<file path="config.mk">
export PLATFORM = sky130hd
export DESIGN_NAME = rgb_to_hsv_converter_top
export DESIGN_NICKNAME = d
export VERILOG_FILES = /design/src/rtl/rgbhsv_pkg.sv /design/src/rtl/rgbhsv_front.sv /design/src/rtl/rgbhsv_back.sv /design/src/rtl/rgb_to_hsv_converter_top.sv
export SDC_FILE = /design/constraint.sdc
export NUM_CORES = 2
export LEC_CHECK = 0
export BUFFER_PORTS_ARGS = -buffer_cell sky130_fd_sc_hd__buf_2
export CAP_MARGIN = 40
export CORE_MARGIN = 2
export CORE_UTILIZATION = 40
export DETAILED_ROUTE_END_ITERATION = 12
export PLACE_DENSITY = 0.64
export SYNTH_ARGS = -nofsm -noshare
export SYNTH_HDL_FRONTEND = slang
export SYNTH_SLANG_ARGS = --single-unit
</file>
<file path="constraint.sdc">
create_clock -name i_clk -period 26.9 [get_ports i_clk]
set_input_delay 1.345 -clock i_clk [delete_from_list [all_inputs] [get_ports i_clk]]
set_output_delay 1.345 -clock i_clk [all_outputs]
set_load 0.01 [all_outputs]
</file>
<file path="src/rtl/rgbhsv_pkg.sv">
// ----------------------------------------------------------------------------
// rgbhsv_pkg
// Shared types, constants and the divider step for the RGB to HSV converter.
// ----------------------------------------------------------------------------
`default_nettype none

package rgbhsv_pkg;

    localparam int unsigned FRAC_BITS = 6;
    localparam int unsigned SCALE     = 1 << FRAC_BITS;
    localparam int unsigned PCT_MUL   = 100 * SCALE;
    localparam int unsigned HUE_MUL   = 60 * SCALE;
    localparam int unsigned HUE_LIMIT = 360 * SCALE;

    localparam int unsigned CH_W   = 8;
    localparam int unsigned CH_MAX = (1 << CH_W) - 1;
    localparam int unsigned HUE_W  = 15;
    localparam int unsigned PCT_W  = 13;

    // quotient bits per division, numerator width, hue offset width
    localparam int unsigned Q_W     = $clog2(HUE_LIMIT);
    localparam int unsigned NUM_W   = CH_W + Q_W;
    localparam int unsigned HOFF_W  = $clog2(6 * CH_MAX);

    // brightness by reciprocal multiplication
    localparam int unsigned BRI_SHIFT = $clog2(CH_MAX * PCT_MUL) + CH_W;
    localparam longint unsigned BRI_RECIP =
        ((64'd1 << BRI_SHIFT) + CH_MAX - 1) / CH_MAX;
    localparam longint unsigned BRI_MUL   = PCT_MUL * BRI_RECIP;
    localparam int unsigned BRI_MUL_W = $clog2(BRI_MUL + 1);
    localparam int unsigned BRI_PROD_W = CH_W + BRI_MUL_W;

    // queues
    localparam int unsigned FQ_DEPTH = 4;
    localparam int unsigned FQ_AW    = $clog2(FQ_DEPTH);
    localparam int unsigned OQ_DEPTH = 2;
    localparam int unsigned OQ_AW    = $clog2(OQ_DEPTH);

    typedef struct packed {
        logic [CH_W-1:0] red;
        logic [CH_W-1:0] green;
        logic [CH_W-1:0] blue;
    } t_pix_in;

    typedef struct packed {
        logic [HUE_W-1:0] hue;
        logic [PCT_W-1:0] saturation;
        logic [PCT_W-1:0] brightness;
    } t_hsv_out;

    typedef struct packed {
        logic [NUM_W-1:0] sat_num;
        logic [CH_W-1:0]  sat_den;
        logic [NUM_W-1:0] hue_num;
        logic [CH_W-1:0]  hue_den;
        logic [PCT_W-1:0] brightness;
    } t_work;

    typedef struct packed {
        logic  valid;
        t_work work;
    } t_link;

    typedef struct packed {
        logic [CH_W-1:0] rem;
        logic [Q_W-1:0]  low;
        logic [Q_W-1:0]  quo;
    } t_div;

    typedef struct packed {
        t_div             sat;
        t_div             hue;
        logic [CH_W-1:0]  sat_den;
        logic [CH_W-1:0]  hue_den;
        logic [PCT_W-1:0] brightness;
    } t_stage;

    function automatic t_div div_load(logic [NUM_W-1:0] num);
        t_div d;
        d.rem = num[NUM_W-1 -: CH_W];
        d.low = num[Q_W-1:0];
        d.quo = '0;
        return d;
    endfunction

    // one restoring division step, one quotient bit
    function automatic t_div div_step(t_div d, logic [CH_W-1:0] den);
        logic [CH_W:0] sh;
        logic [CH_W:0] dn;
        logic          qb;
        t_div          r;
        sh    = {d.rem, d.low[Q_W-1]};
        dn    = {1'b0, den};
        qb    = (sh >= dn);
        r.low = {d.low[Q_W-2:0], 1'b0};
        r.rem = qb ? CH_W'(sh - dn) : sh[CH_W-1:0];
        r.quo = {d.quo[Q_W-2:0], qb};
        return r;
    endfunction

endpackage

`default_nettype wire

</file>
<file path="src/rtl/rgbhsv_front.sv">
// ----------------------------------------------------------------------------
// rgbhsv_front
// Finds max, min and hue sector of each pixel, forms the division operands
// and brightness, and holds them in a short request queue.
// ----------------------------------------------------------------------------
`default_nettype none

module rgbhsv_front
    import rgbhsv_pkg::*;
(
    input  wire logic    i_clk,
    input  wire logic    i_rst_n,
    input  wire logic    push,
    output logic         full,
    input  wire t_pix_in i_pix,
    output t_link        o_link,
    input  wire logic    i_take
);

    logic [CH_W-1:0]       w_mx;
    logic [CH_W-1:0]       w_mn;
    logic [CH_W-1:0]       w_dl;
    logic signed [HOFF_W+1:0] w_off;
    logic [BRI_PROD_W-1:0] w_bri;
    t_work                 w_work;

    t_work              r_mem [FQ_DEPTH];
    logic [FQ_AW-1:0]   r_wp;
    logic [FQ_AW-1:0]   r_rp;
    logic [FQ_AW:0]     r_cnt;
    logic [FQ_AW-1:0]   n_wp;
    logic [FQ_AW-1:0]   n_rp;
    logic [FQ_AW:0]     n_cnt;
    logic               w_wr;
    logic               w_rd;

    always_comb begin
        w_mx = i_pix.red;
        if (i_pix.green > w_mx) w_mx = i_pix.green;
        if (i_pix.blue > w_mx) w_mx = i_pix.blue;
        w_mn = i_pix.red;
        if (i_pix.green < w_mn) w_mn = i_pix.green;
        if (i_pix.blue < w_mn) w_mn = i_pix.blue;
        w_dl = w_mx - w_mn;

        // sector offset, red wins ties, then green
        if (i_pix.red >= i_pix.green && i_pix.red >= i_pix.blue) begin
            w_off = $signed({2'b0, HOFF_W'(i_pix.green)})
                  - $signed({2'b0, HOFF_W'(i_pix.blue)});
        end else if (i_pix.green >= i_pix.blue) begin
            w_off = $signed({2'b0, HOFF_W'({w_dl, 1'b0})})
                  + $signed({2'b0, HOFF_W'(i_pix.blue)})
                  - $signed({2'b0, HOFF_W'(i_pix.red)});
        end else begin
            w_off = $signed({2'b0, HOFF_W'({w_dl, 2'b0})})
                  + $signed({2'b0, HOFF_W'(i_pix.red)})
                  - $signed({2'b0, HOFF_W'(i_pix.green)});
        end
        if (w_off < 0) begin
            w_off = w_off + $signed({2'b0, HOFF_W'({w_dl, 2'b0})})
                  + $signed({2'b0, HOFF_W'({w_dl, 1'b0})});
        end

        w_bri = BRI_PROD_W'(w_mx) * BRI_PROD_W'(BRI_MUL);

        w_work.sat_num    = NUM_W'(w_dl) * NUM_W'(PCT_MUL);
        w_work.sat_den    = (w_mx == '0) ? CH_W'(1) : w_mx;
        // grey pixel gives zero hue
        w_work.hue_num    = (w_dl == '0) ? '0
                          : NUM_W'(w_off[HOFF_W-1:0]) * NUM_W'(HUE_MUL);
        w_work.hue_den    = (w_dl == '0) ? CH_W'(1) : w_dl;
        w_work.brightness = PCT_W'(w_bri >> BRI_SHIFT);
    end

    assign full = (r_cnt == (FQ_AW+1)'(FQ_DEPTH));
    assign w_wr = push && !full;
    assign w_rd = i_take && (r_cnt != '0);

    always_comb begin
        n_wp  = w_wr ? r_wp + FQ_AW'(1) : r_wp;
        n_rp  = w_rd ? r_rp + FQ_AW'(1) : r_rp;
        n_cnt = r_cnt + (FQ_AW+1)'(w_wr) - (FQ_AW+1)'(w_rd);
    end

    always_ff @(posedge i_clk) begin
        if (!i_rst_n) begin
            r_wp  <= '0;
            r_rp  <= '0;
            r_cnt <= '0;
        end else begin
            r_wp  <= n_wp;
            r_rp  <= n_rp;
            r_cnt <= n_cnt;
        end
    end

    always_ff @(posedge i_clk) begin
        if (w_wr) begin
            r_mem[r_wp] <= w_work;
        end
    end

    assign o_link.valid = (r_cnt != '0);
    assign o_link.work  = r_mem[r_rp];

endmodule

`default_nettype wire

</file>
<file path="src/rtl/rgbhsv_back.sv">
// ----------------------------------------------------------------------------
// rgbhsv_back
// Pipelined restoring dividers for hue and saturation, one quotient bit per
// stage, followed by the result queue.
// ----------------------------------------------------------------------------
`default_nettype none

module rgbhsv_back
    import rgbhsv_pkg::*;
(
    input  wire logic  i_clk,
    input  wire logic  i_rst_n,
    input  wire t_link i_link,
    output logic       o_take,
    output logic       empty,
    input  wire logic  pop,
    output t_hsv_out   o_hsv
);

    t_stage           r_stg [Q_W];
    t_stage           n_stg [Q_W];
    logic [Q_W-1:0]   r_vld;
    t_stage           w_first;
    t_hsv_out         w_res;
    logic             w_en;

    t_hsv_out         r_oq [OQ_DEPTH];
    logic [OQ_AW-1:0] r_wp;
    logic [OQ_AW-1:0] r_rp;
    logic [OQ_AW:0]   r_cnt;
    logic             w_wr;
    logic             w_rd;

    // pipeline moves while the result queue has room
    assign w_en   = (r_cnt != (OQ_AW+1)'(OQ_DEPTH));
    assign o_take = w_en && i_link.valid;

    always_comb begin
        w_first.sat        = div_load(i_link.work.sat_num);
        w_first.hue        = div_load(i_link.work.hue_num);
        w_first.sat_den    = i_link.work.sat_den;
        w_first.hue_den    = i_link.work.hue_den;
        w_first.brightness = i_link.work.brightness;
        for (int s = 0; s < Q_W; s++) begin
            n_stg[s] = (s == 0) ? w_first : r_stg[(s == 0) ? 0 : s-1];
            n_stg[s].sat = div_step(n_stg[s].sat, n_stg[s].sat_den);
            n_stg[s].hue = div_step(n_stg[s].hue, n_stg[s].hue_den);
        end
    end

    always_ff @(posedge i_clk) begin
        if (!i_rst_n) begin
            r_vld <= '0;
        end else if (w_en) begin
            r_vld <= {r_vld[Q_W-2:0], i_link.valid};
        end
    end

    always_ff @(posedge i_clk) begin
        if (w_en) begin
            r_stg <= n_stg;
        end
    end

    always_comb begin
        w_res.hue        = HUE_W'(r_stg[Q_W-1].hue.quo);
        w_res.saturation = PCT_W'(r_stg[Q_W-1].sat.quo);
        w_res.brightness = r_stg[Q_W-1].brightness;
    end

    assign w_wr  = w_en && r_vld[Q_W-1];
    assign empty = (r_cnt == '0);
    assign w_rd  = pop && !empty;

    always_ff @(posedge i_clk) begin
        if (!i_rst_n) begin
            r_wp  <= '0;
            r_rp  <= '0;
            r_cnt <= '0;
        end else begin
            if (w_wr) r_wp <= r_wp + OQ_AW'(1);
            if (w_rd) r_rp <= r_rp + OQ_AW'(1);
            r_cnt <= r_cnt + (OQ_AW+1)'(w_wr) - (OQ_AW+1)'(w_rd);
        end
    end

    always_ff @(posedge i_clk) begin
        if (w_wr) begin
            r_oq[r_wp] <= w_res;
        end
    end

    assign o_hsv = r_oq[r_rp];

endmodule

`default_nettype wire

</file>
<file path="src/rtl/rgb_to_hsv_converter_top.sv">
// ----------------------------------------------------------------------------
// rgb_to_hsv_converter_top
// 8-bit RGB pixel in, hue, saturation and brightness out as fixed point.
//
//   channel   handshake         payload
//   pixel in  push / full       i_pix  (red, green, blue)
//   hsv out   pop / empty       o_hsv  (hue, saturation, brightness)
//
// one pixel per clock sustained while results are popped; a request passes
// the front queue, the 15 stage divider pipeline and the result queue in order.
// synchronous reset clears queue pointers and pipeline valid bits only.
// a full result queue freezes the divider pipeline; the 4 entry front queue
// keeps taking requests until it fills.
// ----------------------------------------------------------------------------
`default_nettype none

module rgb_to_hsv_converter_top
    import rgbhsv_pkg::*;
(
    input  wire logic    i_clk,
    input  wire logic    i_rst_n,
    input  wire logic    push,
    output logic         full,
    input  wire t_pix_in i_pix,
    output logic         empty,
    input  wire logic    pop,
    output t_hsv_out     o_hsv
);

    t_link w_link;
    logic  w_take;

    rgbhsv_front u_front (
        .i_clk   (i_clk),
        .i_rst_n (i_rst_n),
        .push    (push),
        .full    (full),
        .i_pix   (i_pix),
        .o_link  (w_link),
        .i_take  (w_take)
    );

    rgbhsv_back u_back (
        .i_clk   (i_clk),
        .i_rst_n (i_rst_n),
        .i_link  (w_link),
        .o_take  (w_take),
        .empty   (empty),
        .pop     (pop),
        .o_hsv   (o_hsv)
    );

    a_take_valid: assert property (@(posedge i_clk) disable iff (!i_rst_n)
        w_take |-> w_link.valid)
        else $error("divider took from an empty queue");

    a_den_nonzero: assert property (@(posedge i_clk) disable iff (!i_rst_n)
        w_link.valid |-> (w_link.work.sat_den != '0 && w_link.work.hue_den != '0))
        else $error("zero divisor queued");

    a_hue_range: assert property (@(posedge i_clk) disable iff (!i_rst_n)
        !empty |-> (32'(o_hsv.hue) < HUE_LIMIT))
        else $error("hue out of range");

    a_pct_range: assert property (@(posedge i_clk) disable iff (!i_rst_n)
        !empty |-> (32'(o_hsv.saturation) <= PCT_MUL
                 && 32'(o_hsv.brightness) <= PCT_MUL))
        else $error("percentage out of range");

endmodule

`default_nettype wire

</file>
==> out/metrics.cfg <==
[floorplan]
dieArea_um2=149000
design.core.area_um2=145000
pin_count=71
die_y_um=386
rows=140
die_w_um=386
start_util=0.402

[yosys]
synth_top_flop_cell=edfxtp_1
ys_warn_count=0
synth.largest_area_cell=edfxtp_1
synth_top_area_frac=0.620
syn_nets=4728
synth_cell_types=79
synth_seq_cells=1235
netlist_top_cells_area=edfxtp_1 62%, ha_1 9.6%, inv_1 3.1%
netlist_area_um2=58500
synth.top_cells.by_count=1,206 x edfxtp_1, 483 x inv_1, 447 x ha_1
yosysMostFrequentCell=edfxtp_1
async_reset_ff_frac=0
synth_edf_count=1206
synthCells=4166
synth.avg_cell_area_um2=14.0
seq_area_frac_synth=0.629

[finish]
fillCellCount=12800
antennaDiodeCount=0
regArea_um2=36800
multi_input_area_um2=19600
area.growth.synth_to_final_pct=11.7
drive_gt1_frac=0.0953
nNetsFinal=4896
fin_util=0.449

[run]
cap_violations=0

[clock_tree]
cts_htree_levels=3
cts_setup_buffers=0
hold_buffers=0
cts_resized=0
cts_tree=done
insertion_delay_ns=0.68
clkSlewWorstSetupHoldPaths_ns=0.06
clock_sinks=1235
numCtsBuffers=117
clockBufferDepth=3
cts-root-buf=clkbuf_16

[grt]
grt_pass1_vias=32000
overflow=0
grtUsageMet3=0.0184
grt_start_max_net_pins=179
met2_usage=0.244
use_met1=0.150
busiest_layer=met2
grt_pass1_wl_mm=158
grtUsageTotal=0.129
antenna_found_initial=0

[routing]
vias=30900
wl_per_cell_um=15.1
ant_nets=0
drt_iter0_markers=1607
remaining_drc_errors=0
routed_wirelength_mm=95.5
dr.pass1.iters=5
via_per_inst=4.86

[min_path]
holdCritPathClass=flip-flop to flip-flop

[worst_setup_path]
critPathMaxFanout=16
end_kind=flip-flop
arrival_ns=14.31
critPathMostFrequentCell=ha_1
cp_top_family=compound AO/OA/AOI/OAI gates
slowest_stage=o311ai_1
crit_path_max_incr_delay_ns=0.78
cp.required_ns=27.33
criticalPathCategory=input port to flip-flop
cp_num_buf_inv=6
cp-start-kind=input port

[sta]
relSlewSlack=0.367
max_freq_ghz=0.0720
period_share=0.516
worst_pin_slew_ns=0.947
drv_slew=0
hold_viol=0
holdWs_ns=0.386
finalSetupViolations=0
rsz0062_at_grt=false
fin_crit_ns=13.88
fin_setup_tns_ns=0
fin_skew_ns=0.0338

[place]
dp_hpwl_mm=67.6
place.gp.congestion=0.852
io_buffers=70

[outcome]
status=complete, no violations

## metal layers
layer,up-vias,routed length (µm)
li1,15500,-
met1,14900,39600
met2,357,50600
met3,156,2840
met4,0,2440
met5,-,0
## sequential cells by signal, summed over array words and instances, names as in the netlist, 2 cells and up, named ones only
name and cells:
u_front.r_rp 2, u_back.r_cnt 2, u_front.r_cnt 3, u_back.r_stg 277
u_front.r_wp 2, u_back.r_vld 15, u_front.r_mem 228, u_back.r_oq 82
u_back.n_stg 619
## final cells by class
cell class | instances | area share
multi-input combinational | 2380 | 0.300
timing repair buffer | 116 | 0.0141
clock inverter | 68 | 0.0105
clock buffer | 145 | 0.0468
inverter | 484 | 0.0279
sequential | 1235 | 0.564
tap | 1917 | 0.0367
## cell usage in the layout, fill, tap and decap left out, drive strengths merged, types with 101 or more instances in the layout
cell / netlist / layout
a21oi: 116 / 116
a21o: 101 / 101
o21ai: 312 / 312
clkbuf: 51 / 145
inv: 483 / 486
nand2: 246 / 246
edfxtp: 1206 / 1206
nor2: 183 / 183
buf: 16 / 116
ha: 447 / 447
## final timing paths
kind | start | slack [ns] | depth (start not counted) | to
worst max-delay path | i_pix[9] | 13.02 | 50 | u_front.r_mem[1][43]$_DFFE_PP_
worst min register to register | u_back.n_stg[736]$_DFFE_PN_ | 0.39 | 0 | u_back.n_stg[631]$_DFFE_PN_
worst max register to register | flip-flop | 22.37 | 14 | u_back.r_stg[1535]$_DFFE_PN_
worst min-delay path | u_back.n_stg[736]$_DFFE_PN_ | 0.39 | 0 | u_back.n_stg[631]$_DFFE_PN_
## per-stage QoR
stage / setup WS [ns] / cell area (µm²) / std cells
after floorplan: 12.48 / 58500 / 4166
after global placement: 12.34 / 61100 / 6109
after detailed placement: 12.29 / 61500 / 6131
after CTS: 13.02 / 65300 / 6344
after global routing: 11.76 / 65300 / 6345
final: 13.02 / 65300 / 6345
## cell families (layout without fill, tap and decap cells)
kind of cell,Yosys count,in the layout,synth area share
AND/OR/NAND/NOR,841,841,0.0726
XOR/XNOR,165,165,0.0252
buffers and inverters,551,813,0.0357
flip-flops,1235,1235,0.629
adder cells (fa/ha/maj),536,536,0.126
multiplexers,140,140,0.0372
AO/OA/AOI/OAI,698,698,0.0741
Power is not shown: default switching activity piles up to over one toggle a cycle in this logic, so the estimate is an artifact.
